## src/rtl/twd_ram.sv

```systemverilog
// Generic single-clock RAM, one write port and one registered read port.
`default_nettype none

module twd_ram #(
	parameter int unsigned WIDTH = 8,
	parameter int unsigned DEPTH = 16
) (
	input  wire logic                     clk,
	input  wire logic                     we,
	input  wire logic [$clog2(DEPTH)-1:0] waddr,
	input  wire logic [WIDTH-1:0]         wdata,
	input  wire logic                     re,
	input  wire logic [$clog2(DEPTH)-1:0] raddr,
	output logic      [WIDTH-1:0]         rdata
);

	logic [WIDTH-1:0] mem [DEPTH];
	logic [WIDTH-1:0] rdata_q;

	always_ff @(posedge clk) begin
		if (we)
			mem[waddr] <= wdata;
		if (re)
			rdata_q <= mem[raddr];
	end

	assign rdata = rdata_q;

endmodule

`default_nettype wire

```

## config.mk

```make
export PLATFORM = sky130hd
export DESIGN_NAME = twd_ram
export DESIGN_NICKNAME = d
export VERILOG_FILES = /design/src/rtl/twd_ram.sv
export SDC_FILE = /design/constraint.sdc
export NUM_CORES = 1
export LEC_CHECK = 0
export BUFFER_PORTS_ARGS = -buffer_cell sky130_fd_sc_hd__buf_2
export CAP_MARGIN = 20
export CELL_PAD_IN_SITES_DETAIL_PLACEMENT = 0
export CELL_PAD_IN_SITES_GLOBAL_PLACEMENT = 1
export CORE_AREA = 3 3 113 115
export DETAILED_ROUTE_END_ITERATION = 7
export DIE_AREA = 0 0 116 118
export GPL_TIMING_DRIVEN = 0
export PLACE_DENSITY_LB_ADDON = 0.1
export SLEW_MARGIN = 20
export SYNTH_ARGS = -nofsm -noshare
export SYNTH_HDL_FRONTEND = slang
export SYNTH_SLANG_ARGS = --single-unit
export TNS_END_PERCENT = 10
```

## constraint.sdc

```tcl
create_clock -name clk -period 1.5 [get_ports clk]
set_input_delay 0.075 -clock clk [delete_from_list [all_inputs] [get_ports clk]]
set_output_delay 0.075 -clock clk [all_outputs]
set_load 0.02 [all_outputs]
```

==> summary.txt, run 1 <==
Run status
  • Status: complete, no violations

Synthesis
  • Synthesized area per cell: 22.83 µm²
  • Mapped Area: 5228 µm²
  • Mapped Cells: 229
  • Synthesized Nets: 248
  • #FFs+latches synth: 136
  • Largest area contributor in the netlist: edfxtp_1
  • Seq/Total Area, Yosys: 78.12%
  • Yosys top cell area share: 78.12%
  • Unique masters post-synth: 18
  • Warnings from Yosys: 0
  • Top cells by area, synth: edfxtp_1 78%, mux4_2 7.8%, mux4_1 7.0%

Setup path
  • Critical Path AT: 1.62 ns
  • CP Launch Type: flop
  • Max incr delay on CP: 0.53 ns
  • Slowest-stage cell, CP: mux4_1
  • Required @ worst endpoint: 1.66 ns
  • R2R setup slack: 0.04 ns
  • Critical Path, Cell by Cell: mux4_1, a22oi_2, nand2_1
  • CP max FO: 1
  • Critical path class: reg2reg
  • Worst Setup End Kind: flop

Routing
  • Met3 WL: 662 µm
  • Vias: 2351
  • Routed WL: 10.02 mm
  • Wirelength per Cell: 23.09 µm
  • Detailed Routing Iterations Pass 1: 4
  • DRC viols: 0
  • Top Metal Used: met4
  • DR vias/cell: 5.417
  • Metal1 wirelength: 4.425 mm
  • DRT antenna net count: 0
  • Met2 WL: 4.861 mm
  • Initial DRC count: 164

STA
  • Max Slew Vio Count: 0
  • Final setup violation count: 0
  • Final Skew: 0.008099 ns
  • Setup TNS: 0 ns
  • Slew @ Worst Pin: 0.8504 ns
  • FMAX: 0.6831 GHz
  • Slew headroom: 43.10%
  • RSZ-0062 raised after global routing: false
  • Period utilisation layout: 97.60%
  • Tmin final: 1.464 ns
  • Final Hold Fails: 0

Power and ir drop
  • Clk pwr share: 45.0%
  • Sequential power share: 49.8%
  • Pint: 6.870 mW
  • Sw frac: 20.40%
  • Peak VDD IR: 0.0007560 V
  • Power per cell area: 1401 nW/µm²
  • Psw: 1.761 mW
  • Comb power frac: 5.1%
  • Tot Pwr: 8.630 mW
  • Static Leak: 2.025 nW

Clock tree
  • Number of H-tree levels: 4
  • Cts bufs inserted: 17
  • # Post-CTS Setup Buffers: 0
  • CTS tree: done
  • Clock sink total: 136
  • Worst skew pair latency: 0.40 ns
  • Root Buffer: clkbuf_16
  • Clock-pin slew on the worst setup and hold paths: 0.06 ns
  • Clock Path Buffers: 2

Placed design
  • RD Place Congestion: 0.6817
  • PortBufs: 25
  • Area post-placement: 5557 µm²
  • Post-detail-place hpwl: 6.457 mm
  • Placed cell count: 401

Global routing
  • Largest net degree at the start of global routing: 17
  • GRT overflow: 0
  • Gr usage total: 15.69%
  • Initial antenna violation count: 0
  • Number of global-route vias before repair: 2391
  • First-pass GRT wire length: 14.92 mm

Floorplan
  • Core area: 11910 µm²
  • DIE AREA: 13690 µm²
  • Die height: 118 µm
  • Initial core utilization: 43.89%
  • DIE WIDTH: 116 µm
  • I/O Pins: 27
  • Cell Rows: 40

Finish
  • Fraction of layout cells with a size suffix above 1: 33.80%
  • Nets: 293
  • Final Non-Filler Cells: 434
  • Final core utilization: 51.71%
  • Area grow syn2layout: 17.83%
  • Ant. Diodes: 0
  • Post-Layout Inst Area: 6160 µm²

Run
  • Total of max-cap violations: 0

Min path
  • Hold Crit Class: in2reg
cell usage after synthesis:
| cell type | number |
|---|---|
| nand3_1 | 1 |
| nand2_1 | 9 |
| nor2_1 | 13 |
| mux4_1 | 14 |
| and2_1 | 1 |
| buf_6 | 3 |
| edfxtp_1 | 136 |
| nor3_1 | 4 |
| nor2b_1 | 1 |
| clkdlybuf4s25_2 | 3 |
| nand2b_1 | 2 |
| mux4_2 | 18 |
| a22oi_1 | 16 |
| nand3b_1 | 2 |
| buf_2 | 3 |
| and2b_1 | 1 |
| buf_4 | 1 |
| or3b_2 | 1 |
logic make-up after synthesis:
kind of cell,after synthesis,share of synthesized area [%]
multiplexers,32,14.79
flip-flops,136,78.12
buffers and inverters,10,1.651
AND/OR/NAND/NOR,35,3.136
AO/OA/AOI/OAI,16,2.298
registers in the layout, summed over array words and instances (netlist names):
name	count
mem	128
rdata	8
cell type report:
type                    instances  area (µm²)
clock buffers                  17       425.4
well taps                     147       183.9
repair buffers                 26       135.1
plain buffers                  10       86.33
clock inverters                15       135.1
flip-flops and latches        136        4084
fillers                       971        5752
multi-input cells              83        1110
power by group through the flow:
stage	clock network (mW)	logic [mW]	registers [mW]
6_report	3.89	0.442	4.30
5_1_grt	4.12	0.481	4.31
4_1_cts	3.96	0.443	4.30
3_5_place_dp	0	0.433	4.38
3_3_place_gp	0	0.428	4.38
2_1_floorplan	0	0.216	4.40
routing by layer:
metal | vias up | global-route usage [%]
met5 | - | 0
met4 | 0 | 4.351
met3 | 7 | 4.936
li1 | 1069 | -
met1 | 1194 | 23.19
met2 | 81 | 22.66
worst max-delay path, delay by kind of cell (launching register included):
kind,cells,cell delay [ns]
flops,1,0.36
compound gates,1,0.25
mux,1,0.53
simple gates,1,0.08
placed cells by master, fill, tap and decap left out:
cell and n:
bufinv_16 2, dlygate4sd3_1 1, clkdlybuf4s25_2 3, nand2b_1 2
buf_2 28, a22oi_2 8, inv_6 1, clkinvlp_4 4
nor3_2 4, nor2b_1 1, nand2_1 9, mux4_1 12
nand3b_1 2, buf_6 3, edfxtp_1 136, buf_4 1
a22oi_1 8, clkinv_2 5, mux4_2 20, nand3_1 1
clkbuf_16 17, and2_1 1, or3b_2 1, nor2_1 13
clkinv_1 3, and2b_1 1
path summary, 6_finish.rpt:
kind | start | endpoint | cells past startpoint
setup / recovery | mem[1][3] | rdata[3] | 3
hold / removal | wdata[6] | mem[6][6] | 1
setup reg to reg | mem[1][3] | rdata[3] | 3
hold reg to reg | mem[8][3] | rdata[3] | 3
repair_timing:
action | in CTS | in global routing
pin swaps | 0 | 2
hold endpoints to repair | 7 | 0
gates resized for setup | 4 | 6
hold buffers | 1 | 0
setup endpoints to repair | 4 | 5
gates cloned | 0 | 0
metrics by stage:
stage	hold slack, ns	setup slack (ns)
6_report	0.05970	0.03602
4_1_cts	0.04571	0.01085
3_5_place_dp	0.4347	-0.3118
5_1_grt	0.06138	0.0002282
2_1_floorplan	0.1739	0.1426
3_3_place_gp	0.4197	-0.4256
No activity file was read; power rests on OpenSTA's default activity.
==> inputs of run 2 (changes only) <==
--- a/config.mk
+++ b/config.mk
@@ -5,13 +5,12 @@
 export SDC_FILE = /design/constraint.sdc
 export NUM_CORES = 1
 export LEC_CHECK = 0
-export BUFFER_PORTS_ARGS = -buffer_cell sky130_fd_sc_hd__buf_2
-export CAP_MARGIN = 20
 export CELL_PAD_IN_SITES_DETAIL_PLACEMENT = 0
 export CELL_PAD_IN_SITES_GLOBAL_PLACEMENT = 1
 export CORE_AREA = 3 3 113 115
 export DETAILED_ROUTE_END_ITERATION = 7
 export DIE_AREA = 0 0 116 118
+export DONT_BUFFER_PORTS = 1
 export GPL_TIMING_DRIVEN = 0
 export PLACE_DENSITY_LB_ADDON = 0.1
 export SLEW_MARGIN = 20
==> summary.txt, run 2 (synthesis gave the netlist of run 1 again) <==
Run status
  • Status: complete, no violations

Global routing
  • Number of global-route vias before repair: 2434 (+1.8%)
  • Gr usage total: 16.31% (+0.62 points)
  • GRT overflow: 0 (unchanged)
  • Largest net degree at the start of global routing: 17 (unchanged)
  • First-pass GRT wire length: 15.23 mm (+2.0%)
  • Initial antenna violation count: 1 (+1)

Placed design
  • PortBufs: 0 (-100%)
  • Area post-placement: 5431 µm² (-2.3%)
  • Post-detail-place hpwl: 6.477 mm (+0.31%)
  • RD Place Congestion: 0.7032 (+3.2%)
  • Place WS: -0.2171 ns (+0.09468 ns)

Setup path
  • Required @ worst endpoint: 1.65 ns (about the same)
  • Worst path bufs/invs: 0 (unchanged)
  • Slowest-stage cell, CP: mux4_2
  • Critical Path AT: 1.63 ns (about the same)
  • Worst Setup End Kind: flop
  • Critical Path, Cell by Cell: mux4_2, a22oi_2, nand2_1
  • Crit path from: mem[7][0]
  • Max incr delay on CP: 0.53 ns (about the same)
  • Worst r2r src: mem[7][0]
  • CP delay by family, top: multiplexers
  • Reg2reg end: rdata[0]
  • CP Depth: 3 (unchanged)
  • Critical path class: reg2reg
  • R2R setup slack: 0.02 ns (-0.02 ns)
  • R2R cell count: 3 (unchanged)
  • CP Launch Type: flop
  • CP max FO: 1 (unchanged)
  • Crit path to: rdata[0]

STA
  • Final Skew: 0.003718 ns (-0.004380 ns)
  • Final setup violation count: 0 (unchanged)
  • Slew @ Worst Pin: 0.8331 ns (-0.01736 ns)
  • RSZ-0062 raised after global routing: true
  • Period utilisation layout: 98.71% (+1.1 points)
  • Tmin final: 1.481 ns (+0.01674 ns)
  • Final Hold Fails: 0 (unchanged)
  • Max Slew Vio Count: 0 (unchanged)
  • FMAX: 0.6753 GHz (-1.1%)
  • Slew headroom: 44.26% (+1.2 points)
  • Final WS setup: 0.01928 ns (-0.01674 ns)

Power and ir drop
  • Pint: 6.490 mW (-5.5%)
  • Comb power frac: 4.8% (-0.3 points)
  • Sequential power share: 53.4% (+3.6 points)
  • Static Leak: 1.923 nW (-5.0%)
  • Peak VDD IR: 0.0009030 V (+19%)
  • Psw: 1.623 mW (-7.8%)
  • Clk pwr share: 41.7% (-3.3 points)
  • Power per cell area: 1346 nW/µm² (-3.9%)
  • Sw frac: 20.01% (-0.39 points)

Routing
  • Vias: 2304 (-2.0%)
  • Routed WL: 10.28 mm (+2.6%)
  • DRT antenna net count: 0 (unchanged)
  • Detailed Routing Iterations Pass 1: 4 (unchanged)
  • DR vias/cell: 5.525 (+2.0%)
  • Wirelength per Cell: 24.66 µm (+6.8%)
  • DRC viols: 0 (unchanged)
  • Initial DRC count: 118 (-28%)

Clock tree
  • CTS tree: done
  • # Post-CTS Setup Buffers: 0 (unchanged)
  • Root Buffer: clkbuf_16
  • Clock Path Buffers: 2 (unchanged)
  • Number of H-tree levels: 4 (unchanged)
  • Cts bufs inserted: 17 (unchanged)
  • Worst skew pair latency: 0.41 ns (about the same)
  • Clock sink total: 136 (unchanged)
  • Clock-pin slew on the worst setup and hold paths: 0.05 ns (about the same)

Min path
  • Hold_sp: raddr[1]
  • Hold Crit Class: in2reg

Finish
  • Most frequent cells in the layout: 136 x edfxtp_1, 22 x mux4_2, 17 x clkbuf_16
  • Post-Layout Inst Area: 6028 µm² (-2.1%)
  • Max reg flops: 128 (unchanged)
  • Area grow syn2layout: 15.32%
  • Ant. Diodes: 0 (unchanged)
  • Commonest non-fill, non-tap cell in the layout: edfxtp_1
  • Largest reg by FF count: mem
  • Nets: 278 (-5.1%)
  • Fraction of layout cells with a size suffix above 1: 22.59% (-11 points)

Floorplan
  • Cell Rows: 40 (unchanged)
  • DIE AREA: 13690 µm² (unchanged)
  • Core area: 11910 µm² (unchanged)
  • I/O Pins: 27 (unchanged)
  • Initial core utilization: 43.89% (unchanged)
  • Die height: 118 µm (unchanged)
  • DIE WIDTH: 116 µm (unchanged)

Run
  • Total of max-cap violations: 0 (unchanged)
run 2: changes by cell type in the layout (fill, tap and decap cells not counted):
cell,change
a22oi_1,+3
a22oi_2,-3
buf_2,-25
bufinv_16,-2
clkbuf_1,+4
clkinv_1,+4
clkinv_2,-3
clkinvlp_4,-4
dlygate4sd3_1,+10
inv_6,-1
mux4_1,-2
mux4_2,+2
run 2: how the worst min path moves through the flow:
| stage | end | slack [ns] | cells after the start |
|---|---|---|---|
| floorplan | mem[0][0] | 0.17 | 0 |
| detailed placement | mem[1][3] | 0.17 | 0 |
| global route | rdata[0] | 0.15 | 3 |
| finish | rdata[7] | 0.15 | 3 |
| global placement | mem[6][6] | 0.17 | 0 |
| CTS | rdata[7] | 0.13 | 3 |
run 2: timing repair:
| action | CTS | global route |
|---|---|---|
| endpoints found under the setup margin | 4 | 4 |
| pin swaps | 1 | 2 |
| endpoints found under the hold margin | 168 | 0 |
| cloned | 0 | 0 |
| gates resized for setup | 6 | 3 |
| hold buffers | 11 | 0 |
run 2: layout make-up:
cell class	instances	area (µm²)
plain buffers	10	86.33
clock buffers	21	440.4
clock inverters	9	36.28
fillers	968	5883
multi-input cells	83	1087
flip-flops and latches	136	4084
well taps	147	183.9
repair buffers	11	110.1
run 2: layer usage:
layer,vias up,global-route usage (%),share of wire (%)
met1,1167,23.61,45
li1,1037,-,-
met5,-,0,0.068
met4,2,6.526,1.6
met3,17,4.679,6.4
met2,81,23.38,46
run 2: stage by stage:
| step | total power [mW] | hold slack (ns) | cells | setup TNS (ns) | utilization, % |
|---|---|---|---|---|---|
| floorplan | 4.617 | 0.1739 | 229 | 0 | - |
| global placement | 4.707 | 0.1747 | 376 | -11.51 | 45.47 |
| detailed placement | 4.713 | 0.1746 | 376 | -6.527 | 45.60 |
| CTS | 8.182 | 0.1266 | 417 | 0 | 50.63 |
| global route | 8.375 | 0.1496 | 417 | -0.0004184 | 50.61 |
| finish | 8.113 | 0.1475 | 417 | 0 | 50.61 |
run 2: power groups by stage:
stage | combinational, mW | clock (mW) | sequential [mW]
2_1_floorplan | 0.216 | 0 | 4.40
3_3_place_gp | 0.301 | 0 | 4.41
3_5_place_dp | 0.302 | 0 | 4.41
4_1_cts | 0.398 | 3.45 | 4.33
5_1_grt | 0.422 | 3.61 | 4.34
6_report | 0.393 | 3.39 | 4.33
run 2: worst register-to-register path: cells and delay by family (launching register included):
family | cells | cell delay (ns)
flops | 1 | 0.37
compound gates | 1 | 0.21
simple gates | 1 | 0.11
mux | 1 | 0.53
==> inputs of run 3 (changes only) <==
--- a/config.mk
+++ b/config.mk
@@ -8,6 +8,7 @@
 export CELL_PAD_IN_SITES_DETAIL_PLACEMENT = 0
 export CELL_PAD_IN_SITES_GLOBAL_PLACEMENT = 1
 export CORE_AREA = 3 3 113 115
+export CTS_BUF_LIST = sky130_fd_sc_hd__clkbuf_2 sky130_fd_sc_hd__clkbuf_4 sky130_fd_sc_hd__clkbuf_8
 export DETAILED_ROUTE_END_ITERATION = 7
 export DIE_AREA = 0 0 116 118
 export DONT_BUFFER_PORTS = 1
==> constraint.sdc (replaced) <==
create_clock -name clk -period 1.2 [get_ports clk]
set_input_delay 0.06 -clock clk [delete_from_list [all_inputs] [get_ports clk]]
set_output_delay 0.06 -clock clk [all_outputs]
set_load 0.02 [all_outputs]
==> summary.txt, run 3 (synthesis gave the netlist of run 1 again) <==
Run status
  • Status: finished with violations
  • Failing checks: negative hold slack, negative setup slack

Clock tree
  • Clock-pin slew on the worst setup and hold paths: 0.06 ns (about the same)
  • Worst skew pair latency: 0.44 ns (+0.03 ns)
  • CTS tree: done
  • Root Buffer: clkbuf_8
  • # Post-CTS Setup Buffers: 0 (unchanged)
  • Clock Path Buffers: 2 (unchanged)
  • Cts bufs inserted: 17 (unchanged)
  • Number of H-tree levels: 4 (unchanged)
  • Clock sink total: 136 (unchanged)
  • Hold Buf Count CTS: 9 (-2)

Routing
  • Wirelength per Cell: 24.17 µm (-2.0%)
  • DRT antenna net count: 0 (unchanged)
  • Initial DRC count: 138 (+17%)
  • Vias: 2258 (-2.0%)
  • DR vias/cell: 5.428 (-1.8%)
  • Routed WL: 10.06 mm (-2.2%)
  • DRC viols: 0 (unchanged)
  • Detailed Routing Iterations Pass 1: 6 (+2)

Placed design
  • PortBufs: 0 (unchanged)
  • Post-detail-place hpwl: 6.242 mm (-3.6%)
  • Place WS: -0.4918 ns (-0.2747 ns)
  • Area post-placement: 5416 µm² (-0.28%)
  • RD Place Congestion: 0.6653 (-5.4%)

Min path
  • Hold_sp: waddr[0]
  • Hold Crit Class: in2reg

STA
  • Max Slew Vio Count: 0 (unchanged)
  • Hold Slack: -0.1052 ns (-0.2527 ns)
  • Tmin final: 1.445 ns (-0.03558 ns)
  • FMAX: 0.6920 GHz (+2.5%)
  • Final setup violation count: 8 (+8)
  • Period utilisation layout: 120.4% (+22 points)
  • Slew headroom: 43.66% (-0.60 points)
  • Final WS setup: -0.2451 ns (-0.2644 ns)
  • Slew @ Worst Pin: 0.8421 ns (+0.008988 ns)
  • RSZ-0062 raised after global routing: true
  • Final Hold Fails: 32 (+32)
  • Final Skew: 0.008057 ns (+0.004339 ns)
  • Setup TNS: -1.664 ns (-1.664 ns)

Setup path
  • Required @ worst endpoint: 1.38 ns (-0.27 ns)
  • CP max FO: 1 (unchanged)
  • Worst r2r src: mem[2][0]
  • Worst Setup End Kind: flop
  • Crit path from: mem[2][0]
  • CP Launch Type: flop
  • Critical path class: reg2reg
  • Critical Path AT: 1.62 ns (about the same)

Finish
  • Fraction of layout cells with a size suffix above 1: 30.97% (+8.4 points)
  • Max reg flops: 128 (unchanged)
  • Commonest non-fill, non-tap cell in the layout: edfxtp_1
  • Largest reg by FF count: mem
  • Most frequent cells in the layout: 136 x edfxtp_1, 31 x mux4_2, 17 x clkbuf_8
  • Nets: 276 (-0.72%)
  • Post-Layout Inst Area: 5849 µm² (-3.0%)
  • Area grow syn2layout: 11.90%

Power and ir drop
  • Psw: 1.869 mW (+15%)
  • Power per cell area: 1522 nW/µm² (+13%)
  • Clk pwr share: 33.6% (-8.1 points)
  • Static Leak: 1.815 nW (-5.6%)
  • Sequential power share: 60.7% (+7.3 points)
  • Comb power frac: 5.6% (+0.8 points)
  • Sw frac: 20.99% (+0.99 points)
  • Peak VDD IR: 0.0007869 V (-13%)
  • Pint: 7.033 mW (+8.4%)

Floorplan
  • DIE WIDTH: 116 µm (unchanged)
  • DIE AREA: 13690 µm² (unchanged)
  • Die height: 118 µm (unchanged)
  • Initial core utilization: 43.89% (unchanged)
  • Core area: 11910 µm² (unchanged)
  • Cell Rows: 40 (unchanged)
  • I/O Pins: 27 (unchanged)

Global routing
  • Gr usage total: 15.82% (-0.49 points)
  • Number of global-route vias before repair: 2314 (-4.9%)
  • GRT overflow: 0 (unchanged)
  • First-pass GRT wire length: 14.74 mm (-3.2%)
  • Initial antenna violation count: 1 (unchanged)
  • Largest net degree at the start of global routing: 17 (unchanged)

Run
  • Total of max-cap violations: 0 (unchanged)
==> run 3: worst paths after layout <==
check / cells after the start / endpoint / slack, ns
max: 3 / rdata[0] / -0.25
min: 1 / mem[4][2] / -0.11
max reg2reg: 3 / rdata[0] / -0.25
min reg2reg: 3 / rdata[3] / 0.77
==> run 3: layer usage <==
metal  share of wire (%)  up-vias  track usage (%)
met2                  47       54            21.94
met4                 1.5        0            5.874
li1                    -     1026                -
met5                   0        -                0
met1                  47     1165            23.62
met3                 4.9       13            4.833
==> run 3: layout make-up <==
type | count | area (µm²)
multi-input cells | 83 | 1086
fillers | 1000 | 6062
plain buffers | 10 | 97.59
repair buffers | 9 | 90.09
clock inverters | 8 | 33.78
well taps | 147 | 183.9
clock buffers | 22 | 271.5
flip-flops and latches | 136 | 4084
diodes | 1 | 2.502
==> run 3: critical path: stages, from the launching register on <==
cell,delay [ns]
edfxtp_1,0.36
mux4_2,0.48
a22oi_2,0.25
nand2_1,0.11
==> run 3: what timing repair did <==
action,CTS,global route
endpoints found under the hold margin,168,32
pin swaps,5,2
gates resized for setup,8,10
endpoints found under the setup margin,8,30
==> run 3: power groups by stage <==
| stage | sequential, mW | combinational [mW] | clock, mW |
|---|---|---|---|
| finish | 5.41 | 0.501 | 2.99 |
| CTS | 5.41 | 0.497 | 3.05 |
| global route | 5.42 | 0.546 | 3.25 |
| floorplan | 5.50 | 0.280 | 0 |
| detailed placement | 5.51 | 0.384 | 0 |
| global placement | 5.51 | 0.384 | 0 |
==> run 3: per-stage QoR <==
stage	total power [mW]	util (%)	instances
6_report	8.902	49.11	416
5_1_grt	9.217	49.11	416
4_1_cts	8.958	48.98	415
3_5_place_dp	5.894	45.47	376
3_3_place_gp	5.890	45.35	376
2_1_floorplan	5.782	-	229
